### config.mk
export PLATFORM = sky130hd
export DESIGN_NAME = ordered_set_table_unit_flat
export DESIGN_NICKNAME = d
export VERILOG_FILES = /design/src/ost_pkg.sv /design/src/ost_if.sv /design/src/ost_ram.sv /design/src/ost_datapath.sv /design/src/ost_ctrl.sv /design/src/ordered_set_table_unit.sv /design/src/flat_wrapper.sv
export SDC_FILE = /design/constraint.sdc
export NUM_CORES = 2
export LEC_CHECK = 0
export ABC_AREA = 0
export BUFFER_PORTS_ARGS = -buffer_cell sky130_fd_sc_hd__buf_2
export CAP_MARGIN = 10
export CORE_MARGIN = 3
export CORE_UTILIZATION = 55
export DETAILED_ROUTE_END_ITERATION = 7
export PLACE_DENSITY = 0.73
export RECOVER_POWER = 100
export SETUP_SLACK_MARGIN = 0.2
export SYNTH_ARGS = -nofsm -noshare
export SYNTH_HDL_FRONTEND = slang
export SYNTH_SLANG_ARGS = --single-unit
export TNS_END_PERCENT = 1
### constraint.sdc
create_clock -name clk -period 6.2 [get_ports clk]
set_input_delay 1.86 -clock clk [delete_from_list [all_inputs] [get_ports clk]]
set_output_delay 1.86 -clock clk [all_outputs]
set_load 0.02 [all_outputs]
### src/ost_pkg.sv
`timescale 1ns / 1ps
// Package: shared widths, operation codes and controller/datapath structs.
package ost_pkg;

  localparam int FUNC_W  = 2;
  localparam int VALUE_W = 32;
  localparam int COUNT_W = 7;

  typedef enum logic [FUNC_W-1:0] {
    FUNC_INSERT = 2'd0,
    FUNC_REMOVE = 2'd1,
    FUNC_QUERY  = 2'd2
  } func_t;

  // Commands from controller to datapath.
  typedef struct packed {
    logic load;    // latch request, clear result flag
    logic insert;  // append value at the count, bump the count
    logic start;   // read entry 0, index to 0
    logic step;    // advance search index
    logic shift;   // move entry idx+1 down to idx, advance index
    logic drop;    // decrement count, flag success
    logic hit;     // flag found
    logic post;    // load result register
  } cmd_t;

  // Status from datapath to controller.
  typedef struct packed {
    func_t func;
    logic  full;
    logic  empty;
    logic  match;
    logic  last;
    logic  out_free;
  } sts_t;

endpackage

### src/ost_if.sv
`timescale 1ns / 1ps
// Interfaces: request and response channels.
interface ost_req_if;
  logic                               valid;
  logic                               ready;
  logic        [ost_pkg::FUNC_W-1:0]  func;
  logic signed [ost_pkg::VALUE_W-1:0] item_value;

  modport source(output valid, func, item_value, input ready);
  modport sink(input valid, func, item_value, output ready);
endinterface

interface ost_rsp_if;
  logic                        valid;
  logic                        ready;
  logic                        ok;
  logic [ost_pkg::COUNT_W-1:0] entry_count;

  modport source(output valid, ok, entry_count, input ready);
  modport sink(input valid, ok, entry_count, output ready);
endinterface

### src/ost_ram.sv
`timescale 1ns / 1ps
// Generic single-write, single-read RAM with registered read data.
module ost_ram #(
  parameter int WIDTH = 32,
  parameter int DEPTH = 64
) (
  input  logic                                     clk,
  input  logic                                     we,
  input  logic [((DEPTH > 1) ? $clog2(DEPTH) : 1)-1:0] waddr,
  input  logic [WIDTH-1:0]                         wdata,
  input  logic [((DEPTH > 1) ? $clog2(DEPTH) : 1)-1:0] raddr,
  output logic [WIDTH-1:0]                         rdata
);

  logic [WIDTH-1:0] mem [DEPTH];

  always_ff @(posedge clk) begin
    if (we) begin
      mem[waddr] <= wdata;
    end
    rdata <= mem[raddr];
  end

endmodule

### src/ost_datapath.sv
`timescale 1ns / 1ps
// Datapath: request latch, count, walk index, entry RAM and result register.
module ost_datapath #(
  parameter int CAPACITY = 64
) (
  input  logic                                clk,
  input  logic                                rst_n,
  input  ost_pkg::cmd_t                       cmd,
  output ost_pkg::sts_t                       sts,
  input  logic        [ost_pkg::FUNC_W-1:0]   in_func,
  input  logic signed [ost_pkg::VALUE_W-1:0]  in_item_value,
  output logic                                out_valid,
  input  logic                                out_ready,
  output logic                                out_ok,
  output logic        [ost_pkg::COUNT_W-1:0]  out_entry_count
);

  localparam int AW   = (CAPACITY > 1) ? $clog2(CAPACITY) : 1;
  localparam int CW   = $clog2(CAPACITY + 1);
  localparam int VW   = ost_pkg::VALUE_W;
  localparam int OutW = ost_pkg::COUNT_W;

  ost_pkg::func_t      func_r;
  logic [VW-1:0]       value_r;
  logic                ok_r, ok_nxt;
  logic [CW-1:0]       count_r, count_nxt;
  logic [AW-1:0]       idx_r, idx_nxt;
  logic [CW-1:0]       idx_inc;
  logic                out_valid_r, out_valid_nxt;
  logic                out_ok_r;
  logic [OutW-1:0]     out_count_r;

  logic                ram_we;
  logic [AW-1:0]       ram_waddr, ram_raddr;
  logic [VW-1:0]       ram_wdata, ram_rdata;

  assign idx_inc = CW'(idx_r) + CW'(1);

  always_comb begin
    ram_we    = cmd.insert | cmd.shift;
    ram_waddr = cmd.insert ? AW'(count_r) : idx_r;
    ram_wdata = cmd.insert ? value_r : ram_rdata;
    if (cmd.start) begin
      ram_raddr = '0;
    end else if (cmd.shift) begin
      ram_raddr = AW'(idx_inc + CW'(1));
    end else begin
      ram_raddr = AW'(idx_inc);
    end
  end

  ost_ram #(
    .WIDTH (VW),
    .DEPTH (CAPACITY)
  ) u_ram (
    .clk   (clk),
    .we    (ram_we),
    .waddr (ram_waddr),
    .wdata (ram_wdata),
    .raddr (ram_raddr),
    .rdata (ram_rdata)
  );

  always_comb begin
    ok_nxt        = ok_r;
    count_nxt     = count_r;
    idx_nxt       = idx_r;
    out_valid_nxt = out_valid_r;
    if (cmd.load) begin
      ok_nxt = 1'b0;
    end
    if (cmd.insert) begin
      count_nxt = count_r + CW'(1);
      ok_nxt    = 1'b1;
    end
    if (cmd.drop) begin
      count_nxt = count_r - CW'(1);
      ok_nxt    = 1'b1;
    end
    if (cmd.hit) begin
      ok_nxt = 1'b1;
    end
    if (cmd.start) begin
      idx_nxt = '0;
    end else if (cmd.step || cmd.shift) begin
      idx_nxt = AW'(idx_inc);
    end
    if (cmd.post) begin
      out_valid_nxt = 1'b1;
    end else if (out_ready) begin
      out_valid_nxt = 1'b0;
    end
  end

  always_ff @(posedge clk) begin
    if (!rst_n) begin
      ok_r        <= 1'b0;
      count_r     <= '0;
      idx_r       <= '0;
      out_valid_r <= 1'b0;
    end else begin
      ok_r        <= ok_nxt;
      count_r     <= count_nxt;
      idx_r       <= idx_nxt;
      out_valid_r <= out_valid_nxt;
    end
  end

  always_ff @(posedge clk) begin
    if (cmd.load) begin
      func_r  <= ost_pkg::func_t'(in_func);
      value_r <= in_item_value;
    end
    if (cmd.post) begin
      out_ok_r    <= ok_r;
      out_count_r <= OutW'(count_r);
    end
  end

  assign sts.func     = func_r;
  assign sts.full     = (count_r == CW'(CAPACITY));
  assign sts.empty    = (count_r == '0);
  assign sts.match    = (ram_rdata == value_r);
  assign sts.last     = (idx_inc >= count_r);
  assign sts.out_free = !out_valid_r || out_ready;

  assign out_valid       = out_valid_r;
  assign out_ok          = out_ok_r;
  assign out_entry_count = out_count_r;

endmodule

### src/ost_ctrl.sv
`timescale 1ns / 1ps
// Controller: sequences insert, search and compaction for one transaction.
module ost_ctrl (
  input  logic          clk,
  input  logic          rst_n,
  input  logic          in_valid,
  output logic          in_ready,
  input  ost_pkg::sts_t sts,
  output ost_pkg::cmd_t cmd
);

  typedef enum logic [4:0] {
    S_IDLE     = 5'b00001,
    S_DISPATCH = 5'b00010,
    S_SEARCH   = 5'b00100,
    S_SHIFT    = 5'b01000,
    S_FINISH   = 5'b10000
  } state_t;

  state_t state_r, state_nxt;

  always_comb begin
    state_nxt = state_r;
    cmd       = '0;
    in_ready  = 1'b0;
    unique case (state_r)
      S_IDLE: begin
        in_ready = 1'b1;
        if (in_valid) begin
          cmd.load  = 1'b1;
          state_nxt = S_DISPATCH;
        end
      end
      S_DISPATCH: begin
        state_nxt = S_FINISH;
        unique case (sts.func) inside
          ost_pkg::FUNC_INSERT: begin
            cmd.insert = !sts.full;
          end
          ost_pkg::FUNC_REMOVE, ost_pkg::FUNC_QUERY: begin
            if (!sts.empty) begin
              cmd.start = 1'b1;
              state_nxt = S_SEARCH;
            end
          end
          default: begin
            state_nxt = S_FINISH;
          end
        endcase
      end
      S_SEARCH: begin
        if (sts.match) begin
          if (sts.func == ost_pkg::FUNC_REMOVE) begin
            state_nxt = S_SHIFT;
          end else begin
            cmd.hit   = 1'b1;
            state_nxt = S_FINISH;
          end
        end else if (sts.last) begin
          state_nxt = S_FINISH;
        end else begin
          cmd.step = 1'b1;
        end
      end
      S_SHIFT: begin
        if (sts.last) begin
          cmd.drop  = 1'b1;
          state_nxt = S_FINISH;
        end else begin
          cmd.shift = 1'b1;
        end
      end
      S_FINISH: begin
        if (sts.out_free) begin
          cmd.post  = 1'b1;
          state_nxt = S_IDLE;
        end
      end
      default: begin
        state_nxt = S_IDLE;
      end
    endcase
  end

  always_ff @(posedge clk) begin
    if (!rst_n) begin
      state_r <= S_IDLE;
    end else begin
      state_r <= state_nxt;
    end
  end

endmodule

### src/ordered_set_table_unit.sv
`timescale 1ns / 1ps
// Ordered set table: insertion-ordered list with insert, remove and query.
// Insert or unused code: latch, dispatch, post result. Query and remove also search
// the stored entries, one RAM read per step; remove then shifts later entries down.
// Throughput: one transaction in flight; the next request is taken once the
// result is in the output register, even while it waits to be taken.
// Reset (synchronous, rst_n low): count zero, controller idle, no result pending.
module ordered_set_table_unit #(
  parameter int CAPACITY = 64
) (
  input  logic         clk,
  input  logic         rst_n,
  ost_req_if.sink      in_req,
  ost_rsp_if.source    out_rsp
);

  ost_pkg::cmd_t cmd;
  ost_pkg::sts_t sts;
  logic          in_ready;

  ost_ctrl u_ctrl (
    .clk      (clk),
    .rst_n    (rst_n),
    .in_valid (in_req.valid),
    .in_ready (in_ready),
    .sts      (sts),
    .cmd      (cmd)
  );

  ost_datapath #(
    .CAPACITY (CAPACITY)
  ) u_datapath (
    .clk             (clk),
    .rst_n           (rst_n),
    .cmd             (cmd),
    .sts             (sts),
    .in_func         (in_req.func),
    .in_item_value   (in_req.item_value),
    .out_valid       (out_rsp.valid),
    .out_ready       (out_rsp.ready),
    .out_ok          (out_rsp.ok),
    .out_entry_count (out_rsp.entry_count)
  );

  assign in_req.ready = in_ready;

endmodule
### src/flat_wrapper.sv
// flat-port wrapper written by rule: the top's interface ports become plain ports
module ordered_set_table_unit_flat 
#(
  parameter int CAPACITY = 64
)
  (clk, rst_n, in_req_valid, in_req_func, in_req_item_value, in_req_ready, out_rsp_valid, out_rsp_ok, out_rsp_entry_count, out_rsp_ready);
  ost_req_if in_req_i ();
  ost_rsp_if out_rsp_i ();
  input  logic clk;
  input  logic rst_n;
  input wire logic [$bits(in_req_i.valid)-1:0] in_req_valid;
  input wire logic [$bits(in_req_i.func)-1:0] in_req_func;
  input wire logic [$bits(in_req_i.item_value)-1:0] in_req_item_value;
  output wire logic [$bits(in_req_i.ready)-1:0] in_req_ready;
  output wire logic [$bits(out_rsp_i.valid)-1:0] out_rsp_valid;
  output wire logic [$bits(out_rsp_i.ok)-1:0] out_rsp_ok;
  output wire logic [$bits(out_rsp_i.entry_count)-1:0] out_rsp_entry_count;
  input wire logic [$bits(out_rsp_i.ready)-1:0] out_rsp_ready;
  assign in_req_i.valid = in_req_valid;
  assign in_req_i.func = in_req_func;
  assign in_req_i.item_value = in_req_item_value;
  assign in_req_ready = in_req_i.ready;
  assign out_rsp_valid = out_rsp_i.valid;
  assign out_rsp_ok = out_rsp_i.ok;
  assign out_rsp_entry_count = out_rsp_i.entry_count;
  assign out_rsp_i.ready = out_rsp_ready;
  ordered_set_table_unit #(.CAPACITY(CAPACITY)) u_core (.clk(clk), .rst_n(rst_n), .in_req(in_req_i), .out_rsp(out_rsp_i));
endmodule
==> results_tabular.tex <==
\begin{tabular}{lr}
\hline
Metric & Value \\
\hline
\multicolumn{2}{l}{\textbf{Route}} \\
Number of remaining DRC errors & 0 \\
Total number of vias & 60800 \\
Number of iterations in the first detailed-routing pass & 6 \\
Total wire length after detailed routing & around 280000 microns \\
Count of routing violations after the opening detailed-route iteration & between 9000 and 10000 \\
Number of routed nets with antenna violations & 0 \\
Via density per instance & between 6 and 7 \\
Routed length per placed instance & about 31 microns \\
\multicolumn{2}{l}{\textbf{Pwr}} \\
Maximum vdd drop & 0.301 mV \\
Logic gate share of total power & 0.003 \\
Int Pwr & $\sim$23 mW \\
Switching Share & 0.200 \\
Clock power frac & 0.438 \\
NetSw & about 5.6 mW \\
Total power density per cell area & between 200 and 300 mW/mm\^{}2 \\
Relative contribution of sequential cells to total power & 0.559 \\
Total leakage power & between 30 and 40 nW \\
\multicolumn{2}{l}{\textbf{Setup path}} \\
Worst Path Required & roughly 6700 ps \\
CP Launch Type & flip-flop \\
Start-to-end type of the worst setup path & reg -> reg \\
Largest driver fanout on the critical path & 20 \\
Sort of element at the end of the critical path & flip-flop \\
Arrival time of data at the critical path endpoint & 6580 ps \\
\multicolumn{2}{l}{\textbf{Floorplan}} \\
Number of standard-cell rows in the floorplan & 147 \\
I/O pin total & 48 \\
Starting density of the core & 0.557 \\
Die area & $\sim$0.17 sq mm \\
Die outline height & 410 microns \\
Floorplan die width & about 410 microns \\
Core Region & between 0.15 and 0.2 sq mm \\
\multicolumn{2}{l}{\textbf{Global routing}} \\
Number of antenna violations at the first check in global routing & 9 \\
Total routing resource utilization after global routing & 0.322 \\
GRT Residual Overflow & 0 \\
Wire length of the first global-routing pass & around 400000 microns \\
Vias in the first global route & about 58000 \\
Largest net degree at the start of global routing & 141 \\
\multicolumn{2}{l}{\textbf{Synth}} \\
Largest cells by area after synthesis & edfxtp\_1 (70\%), mux2i\_1 (4.1\%), nand2\_1 (2.6\%) \\
Commonest cells in the netlist & edfxtp\_1 (2090), nand2\_1 (614), a21oi\_1 (382) \\
Share of flip-flops with an asynchronous set or reset & 0 \\
Most used flip-flop cell after synthesis & edfxtp\_1 \\
Leading area contributor after synthesis & edfxtp\_1 \\
Sequential-to-total area share from yosys stat & 0.710 \\
Number of storage elements in the synthesis netlist & approximately 2100 \\
Post-Syn Area & 0.0899 sq mm \\
Count of flip-flops with a built-in enable after synthesis & $\sim$2100 \\
Yosys Warn Count & 0 \\
Most common cell in the netlist & edfxtp\_1 \\
Mean cell area of the mapped netlist & approximately 14 sq um \\
Synth cell types & 79 \\
Gate Count Post-Synth & around 6500 \\
Share of the synthesized area in the top cell type & 0.698 \\
Mapped Nets & $\sim$6500 \\
\multicolumn{2}{l}{\textbf{STA}} \\
Worst slew margin relative to its limit & -0.386 \\
Achievable Freq & 165 MHz \\
Hold violation count in the final report & 0 \\
Post-route clock period utilization & 0.975 \\
Fin crit period & 6040 ps \\
Sum of negative setup slack & 0 ps \\
Worst slew pin tran & 2070 ps \\
Clock skew after layout & 51.7 ps \\
Final count of pins violating max slew & approximately 870 \\
Final setup violation count & 0 \\
Unrepaired setup endpoints after global routing & yes \\
\multicolumn{2}{l}{\textbf{Clock tree}} \\
Clock tree from TritonCTS & yes \\
Cell at the root of the clock tree & clkbuf\_16 \\
Clock latency reported for the late side of the worst-skew pair & $\sim$880 ps \\
Number of buffers created by CTS & 208 \\
Post-cts gate resize count & 1 \\
Clock edge transition at the registers on the reported setup and hold paths & approximately 60 ps \\
Sinks on Clock Net & 2142 \\
Post-CTS setup buffer count & 0 \\
CTS max path bufs & 3 \\
Post-CTS Hold Buffers & 0 \\
Deepest level of the CTS H-tree & 4 \\
\multicolumn{2}{l}{\textbf{Job}} \\
Count of max-cap constraint violations & 18 \\
\multicolumn{2}{l}{\textbf{Final layout}} \\
Cell area after layout & approximately 0.1 sq mm \\
Non-filler instance count after layout & between 8000 and 9000 \\
P\&R area growth vs syn & 11.5\% \\
Number of nets in the layout & 6552 \\
Sequential cell area & approximately 0.064 sq mm \\
Fill cell count & $\sim$12000 \\
Share of post-route cells with drive strength above 1 & 0.128 \\
Total area of multi-input combinational cells & between 0.02 and 0.025 sq mm \\
\multicolumn{2}{l}{\textbf{Place}} \\
Number of port buffers & 47 \\
Last weighted congestion value of the routability-driven placer & between 1 and 1.5 \\
Detailed placement HPWL & $\sim$160000 microns \\
Number of placed instances, taps included & around 8400 \\
Cell area after placement & roughly 0.094 sq mm \\
\multicolumn{2}{l}{\textbf{Outcome}} \\
Failing checks & capacitance limit, slew limit \\
Status & finished, violations left \\
\multicolumn{2}{l}{\textbf{Min path}} \\
Worst hold-check path type & reg -> reg \\
\hline
\end{tabular}
==> through the flow <==
step	power (mW)	util	hold WS (ps)	worst slack, ps
finish	28.1	0.621	443	156
global route	28.8	0.621	473	69.8
CTS	28.2	0.623	441	238
detailed placement	16.1	0.582	427	194
global placement	16.1	0.582	418	-417
floorplan	16.1	-	408	-302
==> state kept, by name, indices dropped and copies added, names as in the netlist <==
name / cells
u_core.u_datapath.u_ram.mem: 2048
u_core.u_datapath.u_ram.rdata: 32
u_core.u_datapath.value_r: 32
u_core.u_datapath.count_r: 7
u_core.u_datapath.out_entry_count: 7
u_core.u_datapath.idx_r: 6
u_core.u_ctrl.state_r: 5
u_core.u_datapath.func_r: 2
u_core.u_datapath.ok_r: 1
u_core.u_datapath.out_ok: 1
u_core.u_datapath.out_valid: 1
==> cell families after synthesis <==
family          share of synthesized area
fa+ha+maj                         0.00245
xor+xnor                          0.00465
flops                               0.710
compound gates                      0.116
mux                                0.0637
simple gates                       0.0806
buf+inv                            0.0231
==> final timing paths <==
| path | slack (ps) | from | endpoint | depth (start not counted) |
|---|---|---|---|---|
| worst min-delay path | 440 | u_core.u_datapath.ok_r | u_core.u_datapath.out_ok | 0 |
| worst min register to register | 440 | u_core.u_datapath.ok_r | u_core.u_datapath.out_ok | 0 |
| worst max register to register | 160 | u_core.u_datapath.idx_r[1] | u_core.u_datapath.u_ram.mem[62][20] | 12 |
| worst max-delay path | 160 | u_core.u_datapath.idx_r[1] | u_core.u_datapath.u_ram.mem[62][20] | 12 |
==> power by group through the flow <==
stage	clock (mW)	combinational, mW	sequential, mW
2_1_floorplan	0	0.0467	16.0
3_3_place_gp	0	0.0926	16.0
3_5_place_dp	0	0.0947	16.0
4_1_cts	12.4	0.0960	15.7
5_1_grt	13.0	0.100	15.7
6_report	12.3	0.0951	15.7
==> worst max-delay path, cell delays in order, from the launching register on <==
cell and delay [ps]:
dfxtp_1 510, ha_1 340, nand3_1 160, xnor2_1 400, inv_1 210, ha_1 360
a21oi_1 200, o21ai_1 280, a211oi_1 630, nor2_1 330, or3_1 580, nor2_2 1220
clkbuf_2 440
==> final cells by class <==
class	count	share of cell area
sequential	2142	0.636
multi-input combinational	3782	0.246
clock buffer	250	0.0541
tap	2160	0.0270
timing repair buffer	307	0.0227
clock inverter	132	0.0118
inverter	56	0.00211
antenna	7	0.000175
==> metal layers <==
| metal | track usage | wire length (microns) | up-vias |
|---|---|---|---|
| met5 | 0 | 34 | - |
| met4 | 0.174 | 17100 | 4 |
| met3 | 0.101 | 40400 | 761 |
| met2 | 0.465 | 119000 | 4536 |
| met1 | 0.437 | 99900 | 30100 |
| li1 | - | - | 25400 |
==> cell usage in the layout (no fill, tap or decap), drive strengths merged, types with 59 or more instances in the layout <==
| cell | synthesis | layout |
|---|---|---|
| clkbuf | 345 | 357 |
| clkinv | 2 | 108 |
| inv | 54 | 59 |
| nor2 | 324 | 324 |
| edfxtp | 2090 | 2090 |
| o221ai | 99 | 99 |
| a21oi | 382 | 382 |
| nand2 | 615 | 615 |
| nor4 | 63 | 63 |
| o21ai | 245 | 245 |
| mux2 | 183 | 183 |
| mux2i | 366 | 366 |
| buf | 129 | 200 |
| a211oi | 144 | 144 |
| o22ai | 215 | 215 |
| o31a | 76 | 76 |
| nand3 | 97 | 97 |
| nor3 | 338 | 338 |
Power figures use the tool's default switching activity.
